$ cat src/craft_pkg.sv
`timescale 1ns / 1ps
// ----------------------------------------------------------------------------
// craft_pkg: shared types, tables and round functions
// Nibble types, S-box, nibble permutations, round constants and the
// per-round layers used by the round cells and the tweakey unit.
// ----------------------------------------------------------------------------
package craft_pkg;

	localparam int ROUNDS_MAX_DEF = 32;
	localparam int CNT_W = 6;
	localparam int RND_W = 5;
	localparam int BLK_W = 64;
	localparam logic [RND_W-1:0] LAST_ROUND = 5'd31;

	// config register indexes
	typedef enum logic [1:0] {
		REG_KEY_LO = 2'd0,
		REG_KEY_HI = 2'd1,
		REG_TWEAK  = 2'd2,
		REG_ROUNDS = 2'd3
	} cfg_reg_t;

	// element 0 is the most significant nibble
	typedef logic [0:15][3:0] nib_t;
	typedef logic [3:0][BLK_W-1:0] tk_set_t;

	typedef struct packed {
		logic valid;
		logic dec;
	} cell_ctrl_t;

	localparam logic [3:0] SBOX [16] = '{
		4'hc, 4'ha, 4'hd, 4'h3, 4'he, 4'hb, 4'hf, 4'h7,
		4'h8, 4'h9, 4'h1, 4'h5, 4'h0, 4'h2, 4'h4, 4'h6};
	localparam logic [3:0] PERM_P [16] = '{
		4'hf, 4'hc, 4'hd, 4'he, 4'ha, 4'h9, 4'h8, 4'hb,
		4'h6, 4'h5, 4'h4, 4'h7, 4'h1, 4'h2, 4'h3, 4'h0};
	localparam logic [3:0] PERM_Q [16] = '{
		4'hc, 4'ha, 4'hf, 4'h5, 4'he, 4'h8, 4'h9, 4'h2,
		4'hb, 4'h3, 4'h7, 4'h4, 4'h6, 4'h0, 4'h1, 4'hd};
	localparam logic [3:0] RC3 [32] = '{
		4'h1, 4'h4, 4'h2, 4'h5, 4'h6, 4'h7, 4'h3, 4'h1,
		4'h4, 4'h2, 4'h5, 4'h6, 4'h7, 4'h3, 4'h1, 4'h4,
		4'h2, 4'h5, 4'h6, 4'h7, 4'h3, 4'h1, 4'h4, 4'h2,
		4'h5, 4'h6, 4'h7, 4'h3, 4'h1, 4'h4, 4'h2, 4'h5};
	localparam logic [3:0] RC4 [32] = '{
		4'h1, 4'h8, 4'h4, 4'h2, 4'h9, 4'hc, 4'h6, 4'hb,
		4'h5, 4'ha, 4'hd, 4'he, 4'hf, 4'h7, 4'h3, 4'h1,
		4'h8, 4'h4, 4'h2, 4'h9, 4'hc, 4'h6, 4'hb, 4'h5,
		4'ha, 4'hd, 4'he, 4'hf, 4'h7, 4'h3, 4'h1, 4'h8};

	// MixColumn, its own inverse
	function automatic nib_t mix_col(nib_t s);
		nib_t r;
		r = s;
		for (int i = 0; i < 4; i++) begin
			r[i] = s[i] ^ s[i+8] ^ s[i+12];
			r[i+4] = s[i+4] ^ s[i+12];
		end
		return r;
	endfunction

	// round tweakey and round constants
	function automatic nib_t add_key(nib_t s, logic [BLK_W-1:0] tk, logic [RND_W-1:0] rr);
		nib_t r;
		r = s ^ nib_t'(tk);
		r[4] = r[4] ^ RC4[rr];
		r[5] = r[5] ^ RC3[rr];
		return r;
	endfunction

	// forward P: nibble i moves to place P[i]
	function automatic nib_t perm_fwd(nib_t s);
		nib_t r;
		r = '0;
		for (int i = 0; i < 16; i++) begin
			r[PERM_P[i]] = s[i];
		end
		return r;
	endfunction

	// inverse P: place i takes nibble P[i]
	function automatic nib_t perm_inv(nib_t s);
		nib_t r;
		for (int i = 0; i < 16; i++) begin
			r[i] = s[PERM_P[i]];
		end
		return r;
	endfunction

	function automatic nib_t sub_nib(nib_t s);
		nib_t r;
		for (int i = 0; i < 16; i++) begin
			r[i] = SBOX[s[i]];
		end
		return r;
	endfunction

	function automatic nib_t perm_tweak(nib_t s);
		nib_t r;
		for (int i = 0; i < 16; i++) begin
			r[i] = s[PERM_Q[i]];
		end
		return r;
	endfunction

endpackage

$ cat src/craft_tweakey.sv
`timescale 1ns / 1ps
// ----------------------------------------------------------------------------
// craft_tweakey: configuration registers and round tweakeys
// Holds the key halves, tweak and round count, and derives the four round
// tweakeys and the effective round count seen by every round cell.
// ----------------------------------------------------------------------------
module craft_tweakey import craft_pkg::*; #(
	parameter int MAX_ROUNDS = ROUNDS_MAX_DEF
) (
	input  logic             clk,
	input  logic             arst_n,
	input  logic             cfg_we,
	input  logic [1:0]       cfg_index,
	input  logic [BLK_W-1:0] cfg_data,
	output tk_set_t          tk,
	output logic [CNT_W-1:0] nr
);

	localparam logic [CNT_W-1:0] MAX_NR = CNT_W'(MAX_ROUNDS);

	logic [BLK_W-1:0] key_lo_q, key_hi_q, tweak_q;
	logic [CNT_W-1:0] rounds_q;
	logic [BLK_W-1:0] tweak_qp;

	// register writes
	always_ff @(posedge clk or negedge arst_n) begin
		if (!arst_n) begin
			key_lo_q <= '0;
			key_hi_q <= '0;
			tweak_q  <= '0;
			rounds_q <= MAX_NR;
		end else if (cfg_we) begin
			case (cfg_reg_t'(cfg_index))
				REG_KEY_LO: key_lo_q <= cfg_data;
				REG_KEY_HI: key_hi_q <= cfg_data;
				REG_TWEAK:  tweak_q  <= cfg_data;
				REG_ROUNDS: rounds_q <= cfg_data[CNT_W-1:0];
				default: ;
			endcase
		end
	end

	// derive tweakeys from the stored key and tweak
	always_comb begin
		tweak_qp = BLK_W'(perm_tweak(nib_t'(tweak_q)));
		tk[0] = key_lo_q ^ tweak_q;
		tk[1] = key_hi_q ^ tweak_q;
		tk[2] = key_lo_q ^ tweak_qp;
		tk[3] = key_hi_q ^ tweak_qp;
	end

	// clamp round count
	assign nr = (rounds_q > MAX_NR) ? MAX_NR : rounds_q;

endmodule

$ cat config.mk
export PLATFORM = sky130hd
export DESIGN_NAME = craft_tweakey
export DESIGN_NICKNAME = d
export VERILOG_FILES = /design/src/craft_pkg.sv /design/src/craft_tweakey.sv
export SDC_FILE = /design/constraint.sdc
export NUM_CORES = 1
export LEC_CHECK = 0
export ABC_CLOCK_PERIOD_IN_PS = 1700
export BUFFER_PORTS_ARGS = -buffer_cell sky130_fd_sc_hd__buf_2
export CAP_MARGIN = 20
export CORE_MARGIN = 2
export CORE_UTILIZATION = 40
export DETAILED_ROUTE_END_ITERATION = 8
export GPL_ROUTABILITY_DRIVEN = 0
export GPL_TIMING_DRIVEN = 1
export SLEW_MARGIN = 10
export SYNTH_ARGS = -nofsm -noshare
export SYNTH_HDL_FRONTEND = slang
export SYNTH_SLANG_ARGS = --single-unit
export TNS_END_PERCENT = 5
$ cat constraint.sdc
create_clock -name clk -period 1.7 [get_ports clk]
set_clock_uncertainty 0.1 [all_clocks]
set_input_delay 0.34 -clock clk [delete_from_list [all_inputs] [get_ports clk]]
set_output_delay 0.34 -clock clk [all_outputs]
set_load 0.02 [all_outputs]
# Word level (Yosys, flattened, before mapping)
# Index checks and enable logic that the tools add are counted.
# op_classes
n_reduce_logical	5
mux	1
addsub	0
bitwise_logic	4
shifts	0
div	0
magnitude_cmp	1
multipliers	0
eq_ne	3
# op_table
op	n
64-bit bitwise XOR	4
2-bit AND reduction	4
6-bit > comparator (second input constant)	1
6-bit 2-to-1 mux	1
2-bit equality test (second input constant)	2
2-bit by 1-bit equality test with 1-bit output (second input constant)	1
2-bit logical NOT	1
# word_totals
rom_bits	0
input_bits	69
out_inout_bits	262
n_memories	0
mem_bits_rw	0
latch_bits	0
wordCells	18
regBits	198

# Depth between registers and ports, before layout
# depth
ltp_word	2
mapped_depth	4

# Worst setup path before layout
# OpenSTA, ideal clock, no wires.
# synth_path
path_kind	in2reg
start	input cfg_index[0]
end	register key_lo_q[0]
path_slack_ns	0.304
arrival_time_ns	1.172
path_buffers	2
path_stages	4
setup_time_ns	0.125
cell_sequence	nor3b_2 buf_6 buf_12 mux2_2
# synth_via
elab_chain_len	2
# synth_rtl
element	line_no	text
from (decl)	craft_tweakey.sv:13	input logic [1:0] cfg_index,
2-bit logical NOT	craft_tweakey.sv:33	case (cfg_reg_t'(cfg_index))
2-bit AND reduction (no line)	--	
to (signal assigned)	craft_tweakey.sv:34	REG_KEY_LO: key_lo_q <= cfg_data;
to (decl)	craft_tweakey.sv:21	logic [BLK_W-1:0] key_lo_q, key_hi_q, tweak_q;
# No other way between the ends.
# A chain may end at the register's enable or synchronous reset.

==> results by stage <==
Run status:
- The flow ran to the end, but the final reports show violations.
- The checks that failed: negative setup slack.

Detailed routing:
- The remaining antenna violation count is 0.
- The total via count in the routed design is 6480.
- For this run, the detailed router's first-pass iteration total came to 4.
- The total detailed-routing wirelength is 26100 µm.
- In the routed design, unresolved DRC markers number 0.
- The initial detailed-routing violation count is around 260.
- The average wire per cell in the routed design is ~19 µm.
- After detailed routing, the number of vias per cell comes to 4.67.

Power and ir drop:
- The share of total power dissipated in combinational logic is between 40 and 50%.
- The maximum resistive drop on vdd is 0.803 mV.
- The switching part of the total is 40.8%.
- Internal power comes to 0.0127 W.
- The relative contribution of sequential cells to total power is between 30% and 40%.
- In this run, the clock network consumes 18.1% of the power.
- The analysis attributes to cell leakage a power of ~7 nW.
- The switching power is 0.00874 W.
- The power per cell area is about 1500 nW/µm².

Hold path:
- The worst hold path passes through 2 cells.
- The worst hold path class is input pin to flip-flop.

Worst setup path:
- The critical path required time is approximately 1300 ps.
- STA classifies the critical path endpoint as a primary output.
- The last element of the critical path is tk[253].
- The worst flop-to-flop path endpoint is tweak_q[13].
- The cell count of the worst reg-to-reg path is 1.
- The maximum net fanout on the critical path is 5.
- In this run the worst setup path begins at tweak_q[13].
- The signal arrival time at the worst endpoint is roughly 1300 ps.
- In this run the register-to-register setup slack is 710 ps.
- The classification of the worst setup path is flip-flop to primary output.
- The worst setup path is launched from a flip-flop.
- The source of the worst register-to-register timing path is tweak_q[13].

Synthesis:
- Counting flops with an async set or reset pin after synthesis yields a share of between 90% and 100%.
- The post-synthesis sequential area ratio is 46.7%.
- The post-synthesis cell area is around 11000 µm².
- The instance count of the mapped netlist is between 700 and 800.
- In the post-synthesis netlist, the biggest area contributors are sky130_fd_sc_hd__dfrtp_1 46%, sky130_fd_sc_hd__xor2_1 21%, sky130_fd_sc_hd__mux2_4 18%, sky130_fd_sc_hd__mux2_2 7.2%, sky130_fd_sc_hd__buf_12 3.4%.
- The flip-flop cell with the highest count after synthesis is sky130_fd_sc_hd__dfrtp_1.
- By count the netlist is led by 256 x sky130_fd_sc_hd__xor2_1, 197 x sky130_fd_sc_hd__dfrtp_1, 130 x sky130_fd_sc_hd__mux2_4, 68 x sky130_fd_sc_hd__mux2_2, 65 x sky130_fd_sc_hd__clkbuf_1.
- The count of distinct cell types in the synthesized netlist is 12.
- The largest area contributor in the synthesized netlist is sky130_fd_sc_hd__dfrtp_1.
- The flop and latch count out of synthesis is 198.
- By instance count, the leading cell after synthesis is sky130_fd_sc_hd__xor2_1.
- Averaged over all synthesized cells, the footprint is between 10 and 15 µm².
- Synthesis produced a netlist with a net count of ~800.
- The share of synthesized area in the top cell type comes to 46.4%.
- In this run, synthesis inferred 0 flip-flops with an integrated enable.
- During synthesis, Yosys emitted a total of 0 warnings.

Timing:
- The actual transition at the worst max-transition pin is between 400 and 500 ps.
- Headroom to the max-slew limit came out at 71.5%.
- The minimum period implied by the final worst setup slack is 1770 ps.
- The final-report hold violation count is 0.
- The number of pins with negative max-slew slack in the final report is 0.
- The maximum achievable frequency is roughly 560 MHz.
- Of the available clock period, the critical path in the final layout requires 104%.
- Setup repair after global routing could not meet its margin everywhere.
- Setup violations remaining at the end of the flow were counted as 22.
- Across all setup checks in the final design, the least slack found is -74.5 ps.

GRT:
- The first global-routing pass estimated 40700 µm of wire.
- Global routing finished with a remaining overflow of 0.
- The total routing usage reported by global routing is 18.7%.
- Entering global routing, the biggest net connects 42 pins.
- The number of global-route vias before repair is roughly 6800.
- The number of antenna violations at the first check in global routing was 4.

Floorplan:
- Measured along the y axis, the die boundary spans 167 µm.
- The x dimension of the die is about 170 µm.
- The number of top-level pins is 331.
- Once the floorplan was initialized, standard cells occupied around two fifths of the core.
- The row count is 59.
- The die outline area is 27900 µm².
- The placeable core area is roughly 26000 µm².

Place:
- Detailed placement ended at an HPWL of approximately 20000 µm.
- In this run the tool buffered the top-level ports with 330 buffer cells.
- Including well taps, the total number of placed cells is between 1000 and 1500.

Cells and area:
- The synthesis-to-layout area growth is 32.5%.
- After filler insertion, the fill cell instance count of the layout stands at between 2000 and 2500.
- Measured on the finished design, the core utilization comes to 54.0%.
- The finished layout holds 1389 standard cells, fillers aside.
- In the final design database the tool counted 1109 nets.
- The post-route netlist has approximately two thirds of its cells at a drive strength greater than 1.

Clock network:
- The clock buffer count from CTS is 17.
- The clock passes through at most 2 buffers.
- The buffer type at the clock tree root is sky130_fd_sc_hd__clkbuf_16.
- TritonCTS built the clock tree.
- The clock slew at the register clock pins of the worst setup and hold paths is approximately 80 ps.
- The tree built by TritonCTS fans out to 198 sinks.
- The maximum level of the CTS H-tree is 4.
- The clock latency at the later pin of the worst-skew pair is about 440 ps.

Flow run:
- The max-capacitance violation count is 0.
==> sequential cells by signal (all words and copies together) (netlist names) <==
register / cells
rounds_q: 6
tweak_q: 64
key_lo_q: 64
key_hi_q: 64
==> power by group through the flow <==
stage	registers [W]	clock network (W)	logic, W
final	0.00718	0.00387	0.0103
after global placement	0.00709	0	0.00880
after floorplan	0.00627	0	0.00646
after detailed placement	0.00711	0	0.00883
after CTS	0.00714	0.00399	0.00963
after global routing	0.00737	0.00419	0.0109
==> final cells by class <==
type                            instances  area (µm²)  share of cell area, %
Antenna cell                            1        2.50                 0.0178
Multi-Input combinational cell        463        5260                   37.4
Timing Repair Buffer                  360        2770                   19.7
Clock buffer                           20         447                   3.18
Clock inverter                         12         110                  0.783
Tap cell                              335         419                   2.98
Sequential cell                       198        5050                   35.9
==> placed cells by master, fill, tap and decap left out, types with 4 or more instances in the layout <==
cell                        synthesis  layout
sky130_fd_sc_hd__buf_4              0     241
sky130_fd_sc_hd__dfrtp_1          197     121
sky130_fd_sc_hd__buf_2              0      83
sky130_fd_sc_hd__mux2_4           130     130
sky130_fd_sc_hd__clkbuf_16          0      17
sky130_fd_sc_hd__xor2_2             0      30
sky130_fd_sc_hd__clkinv_4           0       4
sky130_fd_sc_hd__dfrtp_2            0      76
sky130_fd_sc_hd__inv_8              0       4
sky130_fd_sc_hd__mux2_2            68      68
sky130_fd_sc_hd__buf_12            18      16
sky130_fd_sc_hd__nor2b_1            5       4
sky130_fd_sc_hd__buf_6              3      18
sky130_fd_sc_hd__xor2_1           256     226
==> how the worst min path moves through the flow <==
stage | startpoint | to | slack, ps
CTS | cfg_data[10] | tweak_q[10] | 50
global route | cfg_data[7] | tweak_q[7] | 50
finish | cfg_data[10] | key_hi_q[10] | 60
global placement | arst_n | key_hi_q[38] | 210
floorplan | arst_n | key_hi_q[0] | -60
detailed placement | arst_n | key_hi_q[38] | 210
==> stage by stage <==
| step | setup slack, ps | TNS (ps) | area, µm² | hold WS (ps) | power (W) |
|---|---|---|---|---|---|
| after floorplan | 304 | 0 | 10600 | -55.6 | 0.0127 |
| after global placement | 24.0 | 0 | 12500 | 209 | 0.0159 |
| after detailed placement | 5.03 | 0 | 12500 | 210 | 0.0159 |
| after CTS | -94.8 | -1900 | 13600 | 47.8 | 0.0208 |
| after global routing | -127 | -5850 | 14100 | 52.3 | 0.0225 |
| final | -74.5 | -543 | 14100 | 62.0 | 0.0214 |
==> kinds of logic (layout without fill, tap and decap cells) <==
group / Yosys count / in the layout / share of synthesized area [%]
flops: 198 / 198 / 46.7
other cells: 0 / 1 / 0
simple gates: 9 / 9 / 0.601
xor+xnor: 256 / 256 / 21.1
mux: 198 / 198 / 25.6
buf+inv: 86 / 392 / 6.01
==> critical path, cell delays in order, from the launching register on <==
cell	delay (ps)
sky130_fd_sc_hd__dfrtp_2	500
sky130_fd_sc_hd__xor2_1	230
sky130_fd_sc_hd__buf_4	180
==> timing repair <==
item,4_1_cts,5_1_grt
gates cloned,0,0
resized for setup,208,164
buffers inserted,1,0
setup endpoints to repair,236,251
endpoints found under the hold margin,32,0
pin swaps,91,108
hold buffers,1,0
==> per-layer routing <==
metal	vias up	global-route usage (%)	part of all wire, %	routed length, µm
met3	15	5.66	7.3	1910
li1	2967	-	-	-
met4	4	3.60	0.74	192
met2	216	29.6	47	12300
met5	-	0	0.10	27
met1	3278	25.7	45	11700
No activity file was read; power rests on OpenSTA's default activity.
