==> config.mk <==
export PLATFORM = sky130hd
export DESIGN_NAME = craft_cell
export DESIGN_NICKNAME = d
export VERILOG_FILES = /design/src/craft_pkg.sv /design/src/craft_cell.sv
export SDC_FILE = /design/constraint.sdc
export NUM_CORES = 1
export LEC_CHECK = 0
export ABC_AREA = 1
export BUFFER_PORTS_ARGS = -buffer_cell sky130_fd_sc_hd__buf_2
export CAP_MARGIN = 20
export CORE_MARGIN = 1.5
export CORE_UTILIZATION = 25
export CTS_CLUSTER_DIAMETER = 100
export DETAILED_ROUTE_END_ITERATION = 16
export GPL_TIMING_DRIVEN = 0
export PLACE_DENSITY = 0.46
export SYNTH_ARGS = -nofsm -noshare
export SYNTH_HDL_FRONTEND = slang
export SYNTH_SLANG_ARGS = --single-unit
==> constraint.sdc <==
create_clock -name clk -period 0.86 [get_ports clk]
set_clock_uncertainty 0.2 [all_clocks]
set_input_delay 0.129 -clock clk [delete_from_list [all_inputs] [get_ports clk]]
set_output_delay 0.129 -clock clk [all_outputs]
set_load 0.1 [all_outputs]
==> src/craft_pkg.sv <==
`timescale 1ns / 1ps
// ----------------------------------------------------------------------------
// craft_pkg: shared types, tables and round functions
// Nibble types, S-box, nibble permutations, round constants and the
// per-round layers used by the round cells and the tweakey unit.
// ----------------------------------------------------------------------------
package craft_pkg;

	localparam int ROUNDS_MAX_DEF = 32;
	localparam int CNT_W = 6;
	localparam int RND_W = 5;
	localparam int BLK_W = 64;
	localparam logic [RND_W-1:0] LAST_ROUND = 5'd31;

	// config register indexes
	typedef enum logic [1:0] {
		REG_KEY_LO = 2'd0,
		REG_KEY_HI = 2'd1,
		REG_TWEAK  = 2'd2,
		REG_ROUNDS = 2'd3
	} cfg_reg_t;

	// element 0 is the most significant nibble
	typedef logic [0:15][3:0] nib_t;
	typedef logic [3:0][BLK_W-1:0] tk_set_t;

	typedef struct packed {
		logic valid;
		logic dec;
	} cell_ctrl_t;

	localparam logic [3:0] SBOX [16] = '{
		4'hc, 4'ha, 4'hd, 4'h3, 4'he, 4'hb, 4'hf, 4'h7,
		4'h8, 4'h9, 4'h1, 4'h5, 4'h0, 4'h2, 4'h4, 4'h6};
	localparam logic [3:0] PERM_P [16] = '{
		4'hf, 4'hc, 4'hd, 4'he, 4'ha, 4'h9, 4'h8, 4'hb,
		4'h6, 4'h5, 4'h4, 4'h7, 4'h1, 4'h2, 4'h3, 4'h0};
	localparam logic [3:0] PERM_Q [16] = '{
		4'hc, 4'ha, 4'hf, 4'h5, 4'he, 4'h8, 4'h9, 4'h2,
		4'hb, 4'h3, 4'h7, 4'h4, 4'h6, 4'h0, 4'h1, 4'hd};
	localparam logic [3:0] RC3 [32] = '{
		4'h1, 4'h4, 4'h2, 4'h5, 4'h6, 4'h7, 4'h3, 4'h1,
		4'h4, 4'h2, 4'h5, 4'h6, 4'h7, 4'h3, 4'h1, 4'h4,
		4'h2, 4'h5, 4'h6, 4'h7, 4'h3, 4'h1, 4'h4, 4'h2,
		4'h5, 4'h6, 4'h7, 4'h3, 4'h1, 4'h4, 4'h2, 4'h5};
	localparam logic [3:0] RC4 [32] = '{
		4'h1, 4'h8, 4'h4, 4'h2, 4'h9, 4'hc, 4'h6, 4'hb,
		4'h5, 4'ha, 4'hd, 4'he, 4'hf, 4'h7, 4'h3, 4'h1,
		4'h8, 4'h4, 4'h2, 4'h9, 4'hc, 4'h6, 4'hb, 4'h5,
		4'ha, 4'hd, 4'he, 4'hf, 4'h7, 4'h3, 4'h1, 4'h8};

	// MixColumn, its own inverse
	function automatic nib_t mix_col(nib_t s);
		nib_t r;
		r = s;
		for (int i = 0; i < 4; i++) begin
			r[i] = s[i] ^ s[i+8] ^ s[i+12];
			r[i+4] = s[i+4] ^ s[i+12];
		end
		return r;
	endfunction

	// round tweakey and round constants
	function automatic nib_t add_key(nib_t s, logic [BLK_W-1:0] tk, logic [RND_W-1:0] rr);
		nib_t r;
		r = s ^ nib_t'(tk);
		r[4] = r[4] ^ RC4[rr];
		r[5] = r[5] ^ RC3[rr];
		return r;
	endfunction

	// forward P: nibble i moves to place P[i]
	function automatic nib_t perm_fwd(nib_t s);
		nib_t r;
		r = '0;
		for (int i = 0; i < 16; i++) begin
			r[PERM_P[i]] = s[i];
		end
		return r;
	endfunction

	// inverse P: place i takes nibble P[i]
	function automatic nib_t perm_inv(nib_t s);
		nib_t r;
		for (int i = 0; i < 16; i++) begin
			r[i] = s[PERM_P[i]];
		end
		return r;
	endfunction

	function automatic nib_t sub_nib(nib_t s);
		nib_t r;
		for (int i = 0; i < 16; i++) begin
			r[i] = SBOX[s[i]];
		end
		return r;
	endfunction

	function automatic nib_t perm_tweak(nib_t s);
		nib_t r;
		for (int i = 0; i < 16; i++) begin
			r[i] = s[PERM_Q[i]];
		end
		return r;
	endfunction

endpackage

==> src/craft_cell.sv <==
`timescale 1ns / 1ps
// ----------------------------------------------------------------------------
// craft_cell: one round cell of the cipher chain
// Applies one encryption or decryption round to the word it receives and
// hands the result to the next cell; passes the word through when its
// round lies beyond the configured count.
// ----------------------------------------------------------------------------
module craft_cell import craft_pkg::*; #(
	parameter int CELL_IDX = 0
) (
	input  logic             clk,
	input  logic             arst_n,
	input  logic             advance,
	input  logic [CNT_W-1:0] nr,
	input  tk_set_t          tk,
	input  cell_ctrl_t       ctrl_in,
	input  logic [BLK_W-1:0] data_in,
	output cell_ctrl_t       ctrl_out,
	output logic [BLK_W-1:0] data_out
);

	localparam logic [CNT_W-1:0] IDX = CNT_W'(CELL_IDX);

	cell_ctrl_t       ctrl_q;
	logic [BLK_W-1:0] data_q;
	logic             active;
	logic [CNT_W-1:0] back_idx;
	logic [RND_W-1:0] rr;
	nib_t             s_in, s_enc, s_dec;
	logic [BLK_W-1:0] data_nxt;

	// pick the round this cell applies
	always_comb begin
		active   = IDX < nr;
		back_idx = nr - IDX - CNT_W'(1);
		rr       = ctrl_in.dec ? back_idx[RND_W-1:0] : IDX[RND_W-1:0];
	end

	// round function, both directions
	always_comb begin
		s_in  = nib_t'(data_in);
		s_enc = add_key(mix_col(s_in), tk[rr[1:0]], rr);
		if (rr != LAST_ROUND) begin
			s_enc = sub_nib(perm_fwd(s_enc));
		end
		s_dec = s_in;
		if (rr != LAST_ROUND) begin
			s_dec = perm_inv(sub_nib(s_dec));
		end
		s_dec = mix_col(add_key(s_dec, tk[rr[1:0]], rr));
		if (!active) begin
			data_nxt = data_in;
		end else if (ctrl_in.dec) begin
			data_nxt = BLK_W'(s_dec);
		end else begin
			data_nxt = BLK_W'(s_enc);
		end
	end

	// advance control
	always_ff @(posedge clk or negedge arst_n) begin
		if (!arst_n) begin
			ctrl_q <= '0;
		end else if (advance) begin
			ctrl_q <= ctrl_in;
		end
	end

	// advance word
	always_ff @(posedge clk) begin
		if (advance) begin
			data_q <= data_nxt;
		end
	end

	assign ctrl_out = ctrl_q;
	assign data_out = data_q;

endmodule

Yosys cells after proc, flatten, opt, wreduce, memory -nomap -nowiden
Memories as Yosys holds them, arrays and structs flattened.
Index checks and enable logic that the tools add are counted.

cells by class
  eq/ne operators = 1
  order comparisons = 35
  muxes and demuxes = 75
  add/subtract/negate cells = 1
  bitwise operators = 63

operators by type and width
  operator               count
  $mux W64               5
  $mux W4                68
  $ge A5 B5 Y1 const B   32
  $not A4 Y5             32
  $bmux W64 S2           1
  $xor A64 B64 Y64       2
  $xor A4 B4 Y4          28
  $ge A6 B6 Y1 const B   1
  $lt A1 B6 Y1 const A   1
  $not A5 Y6             1
  $mux W5                1
  $ne A5 B5 Y1 const B   1
  $sub A5 B1 Y5 const B  1
  $lt A2 B3 Y1 const B   1

storage, ports and cells
  output and inout bits = 66
  input port bits = 331
  register bits after elaboration = 66
  bits in read-only memories = 2304
  memories = 34

memories
  memory            words  bits a word  rd ports  clocked after memory_dff  write ports  line             text
  (name not given)  32     4            1         0                         0            craft_pkg.sv:68  r[5] = r[5] ^ RC3[rr];
  (name not given)  32     4            1         0                         0            craft_pkg.sv:67  r[4] = r[4] ^ RC4[rr];
  (name not given)  16     4            1         0                         0            craft_pkg.sv:94  r[i] = SBOX[s[i]];
  (name not given)  16     4            1         0                         0            craft_pkg.sv:94
  (name not given)  16     4            1         0                         0            craft_pkg.sv:94
  (name not given)  16     4            1         0                         0            craft_pkg.sv:94
  +28 memories      --     --           --        --                        --           --

Depth between registers and ports, before layout
  word-level depth = 14
  mapped depth = 21
  mapped depth without buffers = 21

Least setup slack after synthesis
Ideal clock, no wire load.

  kind = in2reg
  start = in nr[0]
  end = reg data_q[63] (netlist: data_out[63]), data pin
  path buffers = 2
  stages = 18
  arrival = 2.143 ns
  slack = -1.735 ns
  data required time = 0.408 ns
  path through = inv_2 ha_1 inv_2 nand2_2 buf_6 nor2_8 nand2_4 nor2_8 nand2_4 buf_2 o211ai_1 nand2_1 nand2_1 nand2_1 nand2_1 nand3_1 nand2_1 nand2_1

between the ends
  word-level cells in the longest chain between the ends = 12
  elaborated cells between the ends (all ways) = 18
  those cells by class = 1 x add/sub; 1 x order compare; 1 x eq/ne; 9 x mux; 5 x bitwise; 1 x memory

ends and longest elaborated chain
  what                                        line                                text
  from (decl)                                 craft_cell.sv:14                    input logic [CNT_W-1:0] nr,
  $sub A5 B1 Y5                               craft_cell.sv:35                    back_idx = nr - IDX - CNT_W'(1);
  $mux W5                                     craft_cell.sv:36                    rr = ctrl_in.dec ? back_idx[RND_W-1:0] : IDX[RND_W-1:0];
  $bmux W64 S2                                craft_cell.sv:42, craft_cell.sv:50
  $mux W64 (implied by the code)              craft_cell.sv:42, craft_cell.sv:50
  $xor A64 B64 Y64                            craft_pkg.sv:66                     r = s ^ nib_t'(tk);
  $not A4 Y5 (implied by the code)            craft_pkg.sv:94
  $mem_v2 Z16 W4                              --
  $mux W4 (implied by the code) (2 in a row)  craft_pkg.sv:94
  $mux W64                                    craft_cell.sv:43                    if (rr != LAST_ROUND) begin
  $mux W64                                    craft_cell.sv:53                    end else if (ctrl_in.dec) begin
  $mux W64 *                                  craft_cell.sv:51                    if (!active) begin
  named net data_nxt[63]                      craft_cell.sv:30                    logic [BLK_W-1:0] data_nxt;
  to (signal assigned)                        craft_cell.sv:72                    data_q <= data_nxt;
  to (decl)                                   craft_cell.sv:25                    logic [BLK_W-1:0] data_q;

The timed path passes the listed nets; every way through them passes the cells marked *. The select of a mux whose other input is x is not followed.
A chain may end at the register's enable or synchronous reset.

Worst setup path in the final report
  start = in nr[0]
  end = reg data_q[21] (netlist: data_out[21]), data pin

between the ends
  word-level cells in the longest chain between the ends = 14
  elaborated cells between the ends (all ways) = 21
  those cells by class = 1 x add/sub; 1 x order compare; 1 x eq/ne; 11 x mux; 5 x bitwise; 2 x memory

ends and longest elaborated chain
  what                                        line
  $sub A5 B1 Y5                               craft_cell.sv:35
  $mux W5                                     craft_cell.sv:36
  $not A5 Y6 (implied by the code)            craft_pkg.sv:67
  $mem_v2 Z32 W4                              --
  $mux W4 (2 in a row)                        --
  $xor A4 B4 Y4                               craft_pkg.sv:67
  $not A4 Y5 (implied by the code)            craft_pkg.sv:94
  $mem_v2 Z16 W4                              --
  $mux W4 (implied by the code) (2 in a row)  craft_pkg.sv:94
  $mux W64                                    craft_cell.sv:43
  $mux W64                                    craft_cell.sv:53
  $mux W64 *                                  craft_cell.sv:51
  named net data_nxt[21]                      craft_cell.sv:30

Marked as above.

==> results.sh <==
export IMPL_antenna_found_initial=8
export IMPL_numCtsBuffers=9
export IMPL_vias_per_cell=5.09
export IMPL_globalplace_congestion=0.997
export IMPL_synth_area_leader_cell="nand2_1"
export IMPL_dr_max_layer_used="met5"
export IMPL_cts_hold_fix_buffers=1
export IMPL_rows=81
export IMPL_grt_first_pass_wirelength_microns=113000
export IMPL_fmax_ghz=0.378
export IMPL_synth_area_leaders="nand2_1 30%, edfxtp_1 15%, nor2_1 10%"
export IMPL_vias=18300
export IMPL_ys_warn_count=0
export IMPL_syn_nets=2772
export IMPL_path_clk_slew_ps=50
export IMPL_start_util_pct=25.5
export IMPL_ys_flop_type="edfxtp_1"
export IMPL_dieArea_sq_um=51400
export IMPL_dr_pass1_iters=6
export IMPL_syn_to_final_growth_pct=61.0
export IMPL_ys_ff_latch=66
export IMPL_place_area_sq_um=15400
export IMPL_cts_buffer_depth=2
export IMPL_htreeDepth=3
export IMPL_ant_nets=0
export IMPL_ios=397
export IMPL_crit_path_max_fanout=6
export IMPL_end_kind="register"
export IMPL_fin_area_sq_um=20100
export IMPL_grt_max_degree=68
export IMPL_wl_per_cell_microns=22.6
export IMPL_finish_utilization_pct=41.0
export IMPL_grt_total_usage_pct=30.8
export IMPL_netlist_area_sq_um=12500
export IMPL_insertion_delay_ps=360
export IMPL_start_kind="primary input"
export IMPL_synth_top_area_share_pct=29.7
export IMPL_cap_violations=0
export IMPL_leakage_uw=0.0104
export IMPL_period_share_pct=307
export IMPL_dp_cells=3468
export IMPL_ys_seq_area_share_pct=15.8
export IMPL_wl_met2_microns=36900
export IMPL_pwr_density_cell_nw_per_um2=1440
export IMPL_wl_met1_microns=32900
export IMPL_arrival_ps=2530
export IMPL_slew_headroom_pct=8.47
export IMPL_setup_viol=132
export IMPL_hold_ws_ps=-192
export IMPL_post_route_min_period_ps=2640
export IMPL_drtIter0Drc=1598
export IMPL_final_nets=3259
export IMPL_path_class="primary input to register"
export IMPL_synth_edff_count=64
export IMPL_fp_dieH_microns=227
export IMPL_violations="hold timing, setup timing"
export IMPL_synthArstFlopShare_pct=3.03
export IMPL_outcome="finished with violations"
export IMPL_cts_sinks=66
export IMPL_io_buffers=365
export IMPL_timing_final_ws_setup_ps=-1780
export IMPL_die_w_microns=227
export IMPL_core_area_sq_um=49200
export IMPL_dpl_hpwl_microns=63400
export IMPL_synthDistinctLibCells=43
export IMPL_slew_viol_final=0
export IMPL_drive_gt1_share_pct=35.4
export IMPL_grt_pass1_vias=17000
export IMPL_rsz0062_at_grt="yes"
export IMPL_hold_class="primary input to register"
export IMPL_instances_no_fill=3597
export IMPL_postSynthCellCount=2439
export IMPL_overflow=0
export IMPL_wl_microns=81400
export IMPL_place_ws_ps=-3180
export IMPL_avgSynthCellArea_sq_um=5.13
export IMPL_cts_root_buffer_cell="clkbuf_16"
export IMPL_drc=0
export IMPL_vdd_drop_max_mv=1.03
export IMPL_required_ps=740
export IMPL_hold_violations=8
export IMPL_tightestPinTransition_ps=1370
export IMPL_cts_tree="done"
export IMPL_dr_wl_met3_microns=7110
export IMPL_fillers=5354
## through the flow
step	total power [uW]	hold WS, ps	TNS (ps)
6_report	29100	-192	-133090
2_1_floorplan	15900	-367	-116680
5_1_grt	30600	-190	-137950
3_5_place_dp	20700	-284	-224360
4_1_cts	27300	-204	-128800
3_3_place_gp	20600	-286	-257850
## sequential cells by signal, summed over array words and instances, names as in the netlist
signal    count
data_out     64
ctrl_out      2
## per-layer routing
layer	GRT usage [%]	vias to the layer above
li1	-	8686
met1	38.9	8568
met2	51.5	869
met3	4.89	184
met4	13.2	10
met5	0	-
## path summary, 6_finish.rpt
path | startpoint | cells after the start | end | slack, ps
max | nr[0] | 19 | data_out[21] | -1780
min | ctrl_in[1] | 2 | ctrl_out[1] | -190
max reg2reg | ctrl_out[1] | 1 | ctrl_out[1] | -200
min reg2reg | ctrl_out[1] | 1 | ctrl_out[1] | 400
max in group asynchronous | arst_n | 2 | ctrl_out[0] | 470
min in group asynchronous | arst_n | 2 | ctrl_out[1] | -120
## where the power goes
| group | switching, uW | total, uW | leakage, uW | internal (uW) |
|---|---|---|---|---|
| combinational | 13900 | 20300 | 0.00963 | 6420 |
| clock | 1590 | 4120 | 0.000153 | 2530 |
| sequential | 271 | 4600 | 0.000647 | 4330 |
## layout by cell type, fill, tap and decap left out, types with 58 or more instances in the layout
| cell | synthesis | routed |
|---|---|---|
| a21oi_1 | 130 | 72 |
| buf_2 | 30 | 298 |
| buf_4 | 8 | 58 |
| buf_6 | 4 | 97 |
| edfxtp_1 | 64 | 64 |
| inv_1 | 242 | 224 |
| nand2_1 | 991 | 793 |
| nand2_2 | 4 | 149 |
| nand3_1 | 230 | 165 |
| nor2_1 | 336 | 306 |
## critical path, cell delays in order
cell     delay, ps
buf_12         100
inv_12          30
ha_4           260
inv_4           70
nand2_4         60
buf_12         140
nor2_8         120
nand2_4        110
nor2_8         220
nand2_8        120
buf_12         170
buf_16         150
buf_12         150
buf_16         150
buf_12         150
nand2_4         50
o21ai_2         50
nand3_1        140
nand2_2        130
## kinds of logic (layout without fill, tap and decap cells)
| group | count (synthesis) | in the layout | synth area share, % |
|---|---|---|---|
| other | 0 | 2 | 0 |
| adders and majority gates | 2 | 2 | 0.200 |
| xor gates and xnor gates | 91 | 91 | 6.37 |
| muxes | 1 | 1 | 0.0900 |
| and+or+nand+nor | 1638 | 1639 | 54.0 |
| AOI/OAI and AO/OA | 284 | 284 | 12.1 |
| DFF | 66 | 66 | 15.8 |
| buffers and inverters | 357 | 848 | 11.5 |
## Yosys cell counts (3+ instances only)
library cell,number
xnor2_1,42
nor3_2,5
nand3b_1,15
nand2_1,991
o21ai_0,93
o21ai_2,4
a21oi_1,130
buf_2,30
o21bai_1,3
xor2_1,49
or2_1,3
nor2_1,336
o21ai_1,24
inv_2,5
o211ai_1,10
edfxtp_1,64
buf_6,4
buf_4,8
nor2_2,4
or2_2,17
o22ai_1,13
inv_1,242
clkbuf_1,58
nand4_1,15
nand3_1,230
nor2_4,3
buf_1,10
or2_0,4
nand2_2,4
## layout make-up
cell class	count	area, sq um	area share, %
well taps	664	831	4.13
diodes	2	5.00	0.0249
flip-flops and latches	66	1980	9.83
plain buffers	108	988	4.91
clock buffers	9	225	1.12
clock inverters	7	93.8	0.466
inverters	247	965	4.79
multi-input cells	2017	11300	56.3
repair buffers	477	3700	18.4
## what timing repair did
item                                    in CTS  in global routing
resized for setup                          523                361
buffers inserted                            55                 51
cloned                                       9                  1
endpoints found under the setup margin     196                132
pin swaps                                   76                148
hold endpoints to repair                    11                  5
No activity file was read; power rests on OpenSTA's default activity.
